<file path="src/design/clim_pkg.sv">
// Package for the per-class limiter: sizes, mode and register codes, table entry type.
// No dependencies; imported by every limiter module.
`default_nettype none
package clim_pkg;

	localparam int CLASS_COUNT = 64;
	localparam int LIMIT_WIDTH = 16;
	localparam int TOTAL_WIDTH = 32;
	localparam int CLASS_W     = $clog2(CLASS_COUNT);
	localparam int MODE_W      = 3;
	localparam int CLASS_IN_W  = 6;
	localparam int STAMP_W     = 32;
	localparam int REG_IDX_W   = 2;

	typedef logic [CLASS_W-1:0]     cls_t;
	typedef logic [LIMIT_WIDTH-1:0] lim_t;
	typedef logic [TOTAL_WIDTH-1:0] tot_t;
	typedef logic [STAMP_W-1:0]     stamp_t;
	typedef logic [MODE_W-1:0]      mode_t;

	localparam mode_t MODE_REQUEST   = 3'd0;
	localparam mode_t MODE_FINISH    = 3'd1;
	localparam mode_t MODE_STATS     = 3'd2;
	localparam mode_t MODE_CONFIGURE = 3'd3;
	localparam mode_t MODE_TICK      = 3'd4;

	localparam logic [REG_IDX_W-1:0] REG_DEFAULT_EN  = 2'd0;
	localparam logic [REG_IDX_W-1:0] REG_DEFAULT_MIF = 2'd1;
	localparam logic [REG_IDX_W-1:0] REG_DEFAULT_MPS = 2'd2;

	// One class entry, read and written whole.
	typedef struct packed {
		logic   configured;
		logic   enabled;
		lim_t   max_in_flight;
		lim_t   max_per_second;
		lim_t   in_flight;
		lim_t   window_count;
		stamp_t window_stamp;
		tot_t   accepted;
		tot_t   dropped;
	} entry_t;

	// Default limits from the configuration registers.
	typedef struct packed {
		logic enabled;
		lim_t max_in_flight;
		lim_t max_per_second;
	} defaults_t;

endpackage
`default_nettype wire

</file>
<file path="src/design/clim_update.sv">
// Per-beat entry update: admission decision, window restart, counter saturation.
// Pure combinational logic. Depends on clim_pkg.
`default_nettype none
module clim_update import clim_pkg::*; (
	input  wire logic      valid,
	input  wire mode_t     mode,
	input  wire logic      set_enabled,
	input  wire lim_t      set_max_in_flight,
	input  wire lim_t      set_max_per_second,
	input  wire defaults_t defaults,
	input  wire stamp_t    second_now,
	input  wire entry_t    cur,
	output entry_t         nxt,
	output logic           wr_en,
	output logic           admitted
);

	localparam lim_t LIM_MAX = '1;
	localparam tot_t TOT_MAX = '1;

	logic                 en;
	lim_t                 maxc;
	lim_t                 maxq;
	logic                 drop;
	lim_t                 wc;
	logic [LIMIT_WIDTH:0] q;

	always_comb begin
		if (cur.configured) begin
			en   = cur.enabled;
			maxc = cur.max_in_flight;
			maxq = cur.max_per_second;
		end else begin
			en   = defaults.enabled;
			maxc = defaults.max_in_flight;
			maxq = defaults.max_per_second;
		end

		nxt      = cur;
		drop     = 1'b0;
		admitted = 1'b0;
		wc       = cur.window_count;
		q        = '0;
		wr_en    = 1'b0;

		case (mode)
			MODE_REQUEST: begin
				wr_en = valid;
				if (en && (maxc != '0)) begin
					if (cur.in_flight >= maxc) begin
						drop = 1'b1;
					end else begin
						nxt.in_flight = cur.in_flight + 1'b1;
					end
				end
				if (en && !drop && (maxq != '0)) begin
					// restart a stale window
					if (cur.window_stamp != second_now) begin
						nxt.window_stamp = second_now;
						wc = '0;
					end
					q = {1'b0, wc} + 1'b1;
					nxt.window_count = q[LIMIT_WIDTH] ? LIM_MAX : q[LIMIT_WIDTH-1:0];
					if (q > {1'b0, maxq}) begin
						drop = 1'b1;
						// give back the slot taken above
						if ((maxc != '0) && (nxt.in_flight != '0)) begin
							nxt.in_flight = nxt.in_flight - 1'b1;
						end
					end
				end
				if (drop) begin
					nxt.dropped = (cur.dropped == TOT_MAX) ? TOT_MAX : cur.dropped + 1'b1;
				end else begin
					nxt.accepted = (cur.accepted == TOT_MAX) ? TOT_MAX : cur.accepted + 1'b1;
					admitted = 1'b1;
				end
			end
			MODE_FINISH: begin
				wr_en = valid;
				if (en && (maxc != '0) && (cur.in_flight != '0)) begin
					nxt.in_flight = cur.in_flight - 1'b1;
				end
			end
			MODE_CONFIGURE: begin
				wr_en = valid;
				nxt.configured     = 1'b1;
				nxt.enabled        = set_enabled;
				nxt.max_in_flight  = set_max_in_flight;
				nxt.max_per_second = set_max_per_second;
			end
			default: begin
				// stats query, tick and unused codes leave the entry alone
			end
		endcase
	end

endmodule
`default_nettype wire

</file>
<file path="config.mk">
export PLATFORM = sky130hd
export DESIGN_NAME = clim_update
export DESIGN_NICKNAME = d
export VERILOG_FILES = /design/src/design/clim_pkg.sv /design/src/design/clim_update.sv
export SDC_FILE = /design/constraint.sdc
export NUM_CORES = 1
export LEC_CHECK = 0
export BUFFER_PORTS_ARGS = -buffer_cell sky130_fd_sc_hd__buf_2
export CAP_MARGIN = 10
export CORE_AREA = 2 2 167 169
export DETAILED_ROUTE_END_ITERATION = 6
export DIE_AREA = 0 0 169 171
export GPL_TIMING_DRIVEN = 0
export PLACE_DENSITY_LB_ADDON = 0.08
export SYNTH_ARGS = -nofsm -noshare
export SYNTH_HDL_FRONTEND = slang
export SYNTH_SLANG_ARGS = --single-unit
</file>
<file path="constraint.sdc">
create_clock -name vclk -period 7.7
set_input_delay 0 -clock vclk [all_inputs]
set_output_delay 0 -clock vclk [all_outputs]
set_load 0.01 [all_outputs]
</file>
Word-level counts from Yosys, hierarchy flattened:

Index checks and enable logic that the tools add are counted.

* $add $sub $neg: 6
* bitwise logic cells: 0
* reduce and logical (&&, ||, !) cells: 12
* equal/unequal tests: 5
* order comparisons: 2
* divide/modulo/power cells: 0
* shift-type cells: 0
* mux-type cells: 31
* $mul: 0

Operator list (count)
* $mux W16: 12
* $mux W32: 5
* $mux W112: 1
* $add A32 B1 Y32 const B: 2
* $eq A32 B32 Y1 const B: 2
* $mux W64: 1
* $reduce_bool A16 Y1: 4
* $mux W34: 1
* $ne A32 B32 Y1: 1
* $pmux W16 S2: 1
* $sub A16 B1 Y16 const B: 2
* $add A16 B1 Y17 const B: 1
* $gt A17 B16 Y1: 1
* $add A16 B1 Y16 const B: 1
* $ge A16 B16 Y1: 1
* $mux W1: 10
* $logic_and A1 B1 Y1: 5
* $eq A3 B1 Y1 const B: 1
* $eq A3 B2 Y1 const B: 1
* $logic_not A3 Y1: 1
* $reduce_or A3 Y1: 1
* $logic_not A1 Y1: 1

* flip-flop bits (word level): 0
* ROM bits: 0
* bits in writable memories: 0
* memories: 0
* bits in latches: 0

Depth between registers and ports, before layout:

Gate-level depths: netlist (run 1).

* depth after elaboration: 17
* mapped depth: 23
* mapped depth without buffers: 21

Worst setup path after synthesis (run 1):

OpenSTA, ideal clock, no wires.

* path type: input to output
* from: in second_now[25]
* to: out nxt[14] in the netlist's numbering
* stages: 23
* buffers on the path: 3
* data required time: 7.700 ns
* arrival: 4.742 ns
* path slack: 2.958 ns
* path through: xnor2_1 > nand4_1 > nor4_1 > and3_1 > ha_1 > nand4_1 > nor3_2 > nand4_1 > xnor2_1 > nor2_1 > ha_1 > and4_1 > nand3_1 > a311o_1 > a211o_1 > a21oi_2 > o2111ai_2 > or2_1 > clkbuf_1 > or3_1 > buf_2 > buf_4 > nand2_1

RTL lines
* start: declaration: line clim_update.sv:11 `input wire stamp_t second_now,`
* end: declaration: line clim_update.sv:13 `output entry_t nxt,`

==> results of run 1 <==
-- cells by family after synthesis --
kind of cell	share of synthesized area [%]
AOI/OAI and AO/OA	14.95
buffers and inverters	4.871
muxes	19.44
xor gates and xnor gates	17.53
and+or+nand+nor	35.45
adders and majority gates	7.754
-- per-layer routing --
layer | vias up | wire, µm
li1 | 4226 | -
met1 | 3794 | 12750
met2 | 265 | 14790
met3 | 20 | 1701
met4 | 0 | 297
met5 | - | 0
-- where the power goes --
part	total (W)	internal, W	switching (W)
clock	0.0000000000697	0.0000000000696	0
combinational	0.000419	0.000189	0.000230
sequential	0	0	0
total	0.000419	0.000189	0.000230
-- metrics by stage --
stage	total power (W)	utilization, %
floorplan	0.0002205	-
global placement	0.0004215	32.40
detailed placement	0.0004214	32.40
CTS	0.0004237	32.40
global route	0.0004645	32.41
finish	0.0004191	32.44
-- cells in the final DEF (no fill, tap or decap), types with 4 or more instances in the layout --
cell	n
clkbuf_1	36
a31oi_1	8
or4_1	4
a41oi_1	4
a211oi_1	7
xor2_1	42
a21oi_1	31
nor2b_1	4
or3_1	21
nor3_1	18
buf_2	433
nand3_1	63
nor4_1	17
mux2i_1	39
ha_1	39
diode_2	4
nand2_1	126
and4_1	9
inv_1	23
nor2_1	84
o21ai_0	26
a21o_1	6
and3_1	30
nor3b_1	4
o21a_1	5
o21ai_1	5
nand2b_1	7
nand4_1	29
mux2_2	73
xnor2_1	84
-- path summary, 6_finish.rpt --
kind / from / end / slack (ps) / cells after the start
min: mode[2] / wr_en / 310 / 3
max: second_now[13] / nxt[16] / 1380 / 25
-- final cells by class --
cell class | instances | share of cell area (%)
multi-input combinational | 852 | 67.55
timing repair buffer | 425 | 24.00
tap | 346 | 4.884
buffer | 50 | 2.484
inverter | 23 | 0.9740
antenna | 4 | 0.1129
==> results by group, run 1 <==
Status
  • Status: completed

Critical path
  • Critical Path RT: approximately 7700 ps
  • Delay of the slowest critical-path stage: around 700 ps
  • CP endpoint kind: primary output
  • CP delay by family, top: simple AND/OR/NAND/NOR gates
  • Crit Path Class: in -> out
  • CP arrival: ~6300 ps
  • WP buf/inv: 5
  • CP max stage cell: nor4_1
  • Worst setup SP type: primary input
  • CP Max Fanout: 10

Global routing
  • Vias in the first global route: between 8,000 and 9,000
  • GRT Total Usage: between 10% and 20%
  • Initial antenna violation count: 4
  • Largest net degree at the start of global routing: 11
  • Met3 usage: between 2 and 3%
  • First-pass GRT wire length: about 45,000 µm
  • GRT overflow: 0
  • GR Util met2: a little over a third
  • Grt peak-use layer: met2
  • Met1 Track Usage GR: between 20% and 30%

Logic synthesis
  • Most used standard cell by instance count after synthesis: nand2_1
  • Largest cells by area after synthesis: mux2_2 13%, xnor2_1 12%, ha_1 7.8%
  • Register area share after synthesis: 0%
  • Syn Area/Cell: 6.804 µm²
  • Cell Area, Synth: between 0.006 and 0.007 mm²
  • Top cell type's share of synthesized area: a little over an eighth
  • Post-synth top area cell: mux2_2
  • Syn nets: 1,228
  • Syn Inst Count: 925
  • Yosys warns: 0
  • Commonest cells post-synth: 126 x nand2_1, 84 x nor2_1, 84 x xnor2_1, 73 x mux2_2, 63 x nand3_1
  • Netlist cell types: 76

Placement
  • Setup slack at placement: around 1300 ps
  • IO Port Bufs: about 430
  • Placed cell count: 1,696
  • Gpl congestion: around 0.83
  • Final HPWL DP: ~26,000 µm
  • Dpl cell area: around 0.0089 mm²

Timing
  • Post-route clock period utilization: a little over 80%
  • RSZ-0062 raised after global routing: false
  • Final hold violation count: 0
  • Setup TNS: 0 ps
  • Final WS setup: about 1400 ps
  • Worst-margin pin slew: about 1200 ps
  • # setup viols final: 0
  • Hold slack: about 310 ps
  • Worst slew margin: between 20% and 30%
  • Fin crit period: around 6300 ps
  • Fmax: 0.1582 GHz
  • Final-report max-slew violation count: 0

Clock network
  • Post-CTS Setup Inserts: 0
  • Post-CTS Hold Buffers: 0
  • Post-CTS sizing: 0

Floorplan
  • Chip width: ~170 µm
  • Die ar.: roughly 0.029 mm²
  • # rows: 61
  • # IOs: ~430
  • Core area: between 0.02 and 0.03 mm²
  • Die H: 171 µm
  • Initial core utilization: 23.03%

Pwr
  • Peak supply drop: 0.02083 mV
  • Static leakage: between 4 and 5 nW
  • Power Dens Cells: between 40 and 50 mW/mm²

Finish
  • Seq_cells: 0
  • CLK BUF: 0
  • Fill cells: 3,173
  • Nets@finish: around 1,700
  • Layout area overhead: 40.83%
  • Multi-input logic area: approximately 0.006 mm²
  • Layout cells sized above 1: 39.56%
  • Sequential Area: 0 µm²
  • Post-Layout Cell Count: around 1,700
  • Design Area, Final: 0.008864 mm²

Drt
  • Vias per std cell: slightly below 5
  • Routed len/inst: ~17 µm
  • Drt pass-1 iters: 4
  • Vias: slightly above 8,000
  • Initial drt markers: 301
  • Residual DRC count: 0
  • WL final: ~30,000 µm
  • DRT antenna net count: 0

Min path
  • Hold WC Path Type: in -> out

Flow run
  • Max-Cap Viols: 0
No activity file was read; power rests on OpenSTA's default activity.
==> run 2, diff against run 1 <==
CORE_AREA = 2 2 164 166   (was 2 2 167 169)
DIE_AREA = 0 0 166 168   (was 0 0 169 171)
clock period = 6.4 ns   (was 7.7 ns; I/O delays follow)
==> results by group, run 2 (synthesis results as in run 1) <==
Critical path
  • Worst setup SP type: primary input
  • Crit Path Class: in -> out
  • CP Max Fanout: 10
  • Critical Path RT: roughly 6400 ps
  • Critical Path Start: second_now[17]
  • CP max stage cell: nor4_4
  • CP endpoint kind: primary output
  • Delay of the slowest critical-path stage: roughly 450 ps
  • CP arrival: 5920 ps

Timing
  • # setup viols final: 0
  • Post-route clock period utilization: between 90% and 100%
  • Worst slew margin: between 20% and 30%
  • Fmax: 0.1690 GHz
  • RSZ-0062 raised after global routing: false
  • Final-report max-slew violation count: 0
  • Worst-margin pin slew: between 1000 and 1500 ps
  • Final hold violation count: 0
  • Fin crit period: 5917 ps
  • Hold slack: roughly 300 ps

Floorplan
  • # IOs: 428
  • Initial core utilization: 23.88%
  • Die ar.: between 0.02 and 0.03 mm²
  • Chip width: 166 µm
  • Die H: 168 µm
  • # rows: 60
  • Core area: 0.02635 mm²

Drt
  • Routed len/inst: 17.36 µm
  • WL final: 29,400 µm
  • Drt pass-1 iters: 5
  • Vias per std cell: 4.900
  • Initial drt markers: between 300 and 400
  • DRT antenna net count: 0
  • Vias: 8,300
  • Residual DRC count: 0

Finish
  • Fill cells: a little under 3,000
  • Layout cells sized above 1: between 30% and 40%
  • Seq_cells: 0
  • Layout area overhead: 41.29%
  • Most common cell after layout, fill and taps aside: buf_2
  • Nets@finish: between 1,500 and 2,000
  • Multi-input logic area: ~0.0060 mm²
  • CLK BUF: 0
  • Post-Layout Cell Count: approximately 1,700
  • Sequential Area: 0 µm²
  • Commonest non-fill, non-tap cells in the layout: 433 x buf_2, 126 x nand2_1, 84 x xnor2_1, 84 x nor2_1, 73 x mux2_2

Placement
  • Placed cell count: around 1,700
  • Final HPWL DP: between 20,000 and 30,000 µm
  • IO Port Bufs: 425
  • Gpl congestion: 0.8547

Clock network
  • Post-CTS Hold Buffers: 0
  • Post-CTS sizing: 2
  • Post-CTS Setup Inserts: 0

Global routing
  • Initial antenna violation count: 6
  • GRT Total Usage: roughly a fifth
  • Vias in the first global route: around 8,300
  • GRT overflow: 0
  • First-pass GRT wire length: 45,190 µm
  • Largest net degree at the start of global routing: 11

Pwr
  • Power Dens Cells: roughly 57 mW/mm²
  • Pwr Total: 0.0005074 W
  • Peak supply drop: 0.02212 mV
  • Static leakage: about 4.2 nW

Min path
  • Hold WC Path Type: in -> out
  • Min-delay src: set_max_per_second[13]

Status
  • Status: completed

Flow run
  • Max-Cap Viols: 0
==> run 2: changes by cell type in the layout (fill, tap and decap cells not counted) <==
cell,previous run,this run
diode_2,4,3
nor4_4,0,2
nor4_1,17,15
a21oi_2,3,2
a21oi_4,1,2
==> run 2: worst paths after layout <==
path,end,depth (start not counted),slack (ps)
max,nxt[19],25,480
min,nxt[141],3,310
==> run 2: report_power, final <==
part	switching (W)	internal, W	leakage (nW)	total [W]
Sequential	0	0	0	0
Clock	0	0.0000000000627	0.0000190	0.0000000000627
Combinational	0.000280	0.000227	4.16	0.000507
Total	0.000280	0.000227	4.16	0.000507
==> run 2: final cells by class <==
cell class / count / area share, %
timing repair buffer: 425 / 23.92
buffer: 50 / 2.476
multi-input combinational: 852 / 67.75
inverter: 23 / 0.9709
tap: 341 / 4.798
antenna: 3 / 0.08442
==> run 2: worst max-delay path: cells and delay by family <==
family,cells,cell delay [ps]
adders and majority gates,2,580
and+or+nand+nor,12,2910
AOI/OAI and AO/OA,4,1280
buffers and inverters,5,840
xor gates and xnor gates,2,300
==> run 2: per-layer routing <==
metal | vias up | track usage, % | share of wire, %
met5 | - | 0 | 0.078
met4 | 4 | 2.798 | 1.5
met3 | 32 | 2.844 | 5.3
met2 | 252 | 35.58 | 49
met1 | 3798 | 25.27 | 44
li1 | 4214 | - | -
==> run 2: through the flow <==
| step | util, % | setup TNS (ps) | setup WS, ps | area, µm² |
|---|---|---|---|---|
| after CTS | 33.62 | 0 | 164.1 | 8860 |
| after global placement | 33.58 | -108.7 | -22.30 | 8847 |
| after global routing | 33.73 | 0 | 13.11 | 8887 |
| final | 33.75 | 0 | 482.7 | 8892 |
| after floorplan | - | 0 | 1658 | 6294 |
| after detailed placement | 33.58 | -514.4 | -59.15 | 8847 |
==> run 3, diff against run 2 <==
GPL_ROUTABILITY_DRIVEN = 0   (was default)
RECOVER_POWER = 50   (was default)
==> results by group, run 3 (synthesis results as in run 1) <==
Finish
  • Sequential Area: 0 µm²
  • Utilization after layout: 33.38%
  • Most common cell after layout, fill and taps aside: buf_2
  • Layout cells sized above 1: between 30% and 40%
  • Post-Layout Cell Count: 1,694
  • Commonest non-fill, non-tap cells in the layout: 360 x buf_2, 126 x nand2_1, 111 x clkbuf_1
  • CLK BUF: 0
  • Layout area overhead: 39.74%
  • Nets@finish: between 1,500 and 2,000
  • Seq_cells: 0

Timing
  • Post-route clock period utilization: 92.49%
  • RSZ-0062 raised after global routing: false
  • # setup viols final: 0
  • Fin crit period: about 5900 ps
  • Final hold violation count: 0
  • Worst-margin pin slew: between 1000 and 1500 ps
  • Setup TNS: 0 ps
  • Worst slew margin: between 20% and 30%
  • Final-report max-slew violation count: 0
  • Fmax: approximately 0.17 GHz

Placement
  • Final HPWL DP: between 20,000 and 30,000 µm
  • Placed cell count: 1,691
  • IO Port Bufs: between 400 and 500

Floorplan
  • Core area: between 0.02 and 0.03 mm²
  • # IOs: between 400 and 500
  • Initial core utilization: between 20% and 30%
  • Die H: between 150 and 200 µm
  • # rows: 60
  • Die ar.: between 0.02 and 0.03 mm²
  • Chip width: around 170 µm

Drt
  • Residual DRC count: 0
  • Drt pass-1 iters: 5
  • Vias: 8,327
  • DRT antenna net count: 0
  • Vias per std cell: slightly below 5
  • Initial drt markers: between 300 and 400
  • WL final: slightly below 30,000 µm
  • Routed len/inst: about 17 µm

Global routing
  • Vias in the first global route: between 8,000 and 9,000
  • Largest net degree at the start of global routing: 11
  • GRT Total Usage: between 10% and 20%
  • GRT overflow: 0
  • Initial antenna violation count: 6
  • First-pass GRT wire length: 45,190 µm

Min path
  • Hold WC Path Type: in -> out

Pwr
  • Power Dens Cells: between 50 and 60 mW/mm²
  • Static leakage: between 3 and 4 nW
  • Peak supply drop: approximately 0.022 mV

Flow run
  • Max-Cap Viols: 0

Critical path
  • Crit Path Class: in -> out
  • Worst setup SP type: primary input
  • CP Max Fanout: 10
  • CP arrival: 5920 ps
  • CP endpoint kind: primary output
  • Critical Path RT: 6400 ps

Clock network
  • Post-CTS Hold Buffers: 0
  • Post-CTS sizing: 2
  • Post-CTS Setup Inserts: 0

Status
  • Status: completed
-- run 3: layout make-up --
class              instances  area [µm²]
diodes                     3       7.507
plain buffers             50       220.2
fillers                 3006       17560
inverters                 23       86.33
multi-input cells        852        6018
well taps                341       426.7
repair buffers           425        2036
-- run 3: path summary, 6_finish.rpt --
check / slack, ps / depth (start not counted) / to / startpoint
hold / removal: 310 / 3 / nxt[141] / set_max_per_second[13]
setup / recovery: 480 / 25 / nxt[19] / second_now[17]
-- run 3: layer usage --
metal  up-vias  track usage (%)  part of all wire, %  wire, µm
li1       4215                -                    -         -
met1      3807            25.27                   44     12900
met2       267            35.58                   49     14350
met3        34            2.844                  5.5      1611
met4         4            2.798                  1.6       480
met5         -                0                0.078        23
-- run 3: power breakdown --
group	leakage, nW	internal, W	switching, W	total (W)
Clock	0.0000190	0.0000000000627	0	0.0000000000627
Sequential	0	0	0	0
Combinational	3.96	0.000218	0.000280	0.000499
-- run 3: critical path, cell delays in order --
cell	delay (ps)
buf_2	110
xnor2_1	150
nand4_1	190
nor4_4	450
and3_1	270
ha_1	280
nand4_1	210
nor3_2	410
nand4_1	170
xnor2_1	150
nor2_1	80
ha_1	300
and4_1	210
nand3_1	130
a311o_1	290
a211o_1	330
a21oi_4	330
o2111ai_2	330
or2_1	320
clkbuf_1	210
or3_1	400
buf_2	210
buf_4	190
nand2_1	70
buf_2	120
-- run 3: stage by stage --
stage          total power (W)  cell area (µm²)  hold WS (ps)  worst slack [ps]
2_1_floorplan        0.0002653             6294         50.30              1658
3_3_place_gp         0.0005064             8847         310.2            -22.30
3_5_place_dp         0.0005062             8847         309.9            -59.15
4_1_cts              0.0005099             8860         312.0             164.1
5_1_grt              0.0005478             8790         316.6             13.11
6_report             0.0004986             8795         308.4             480.7
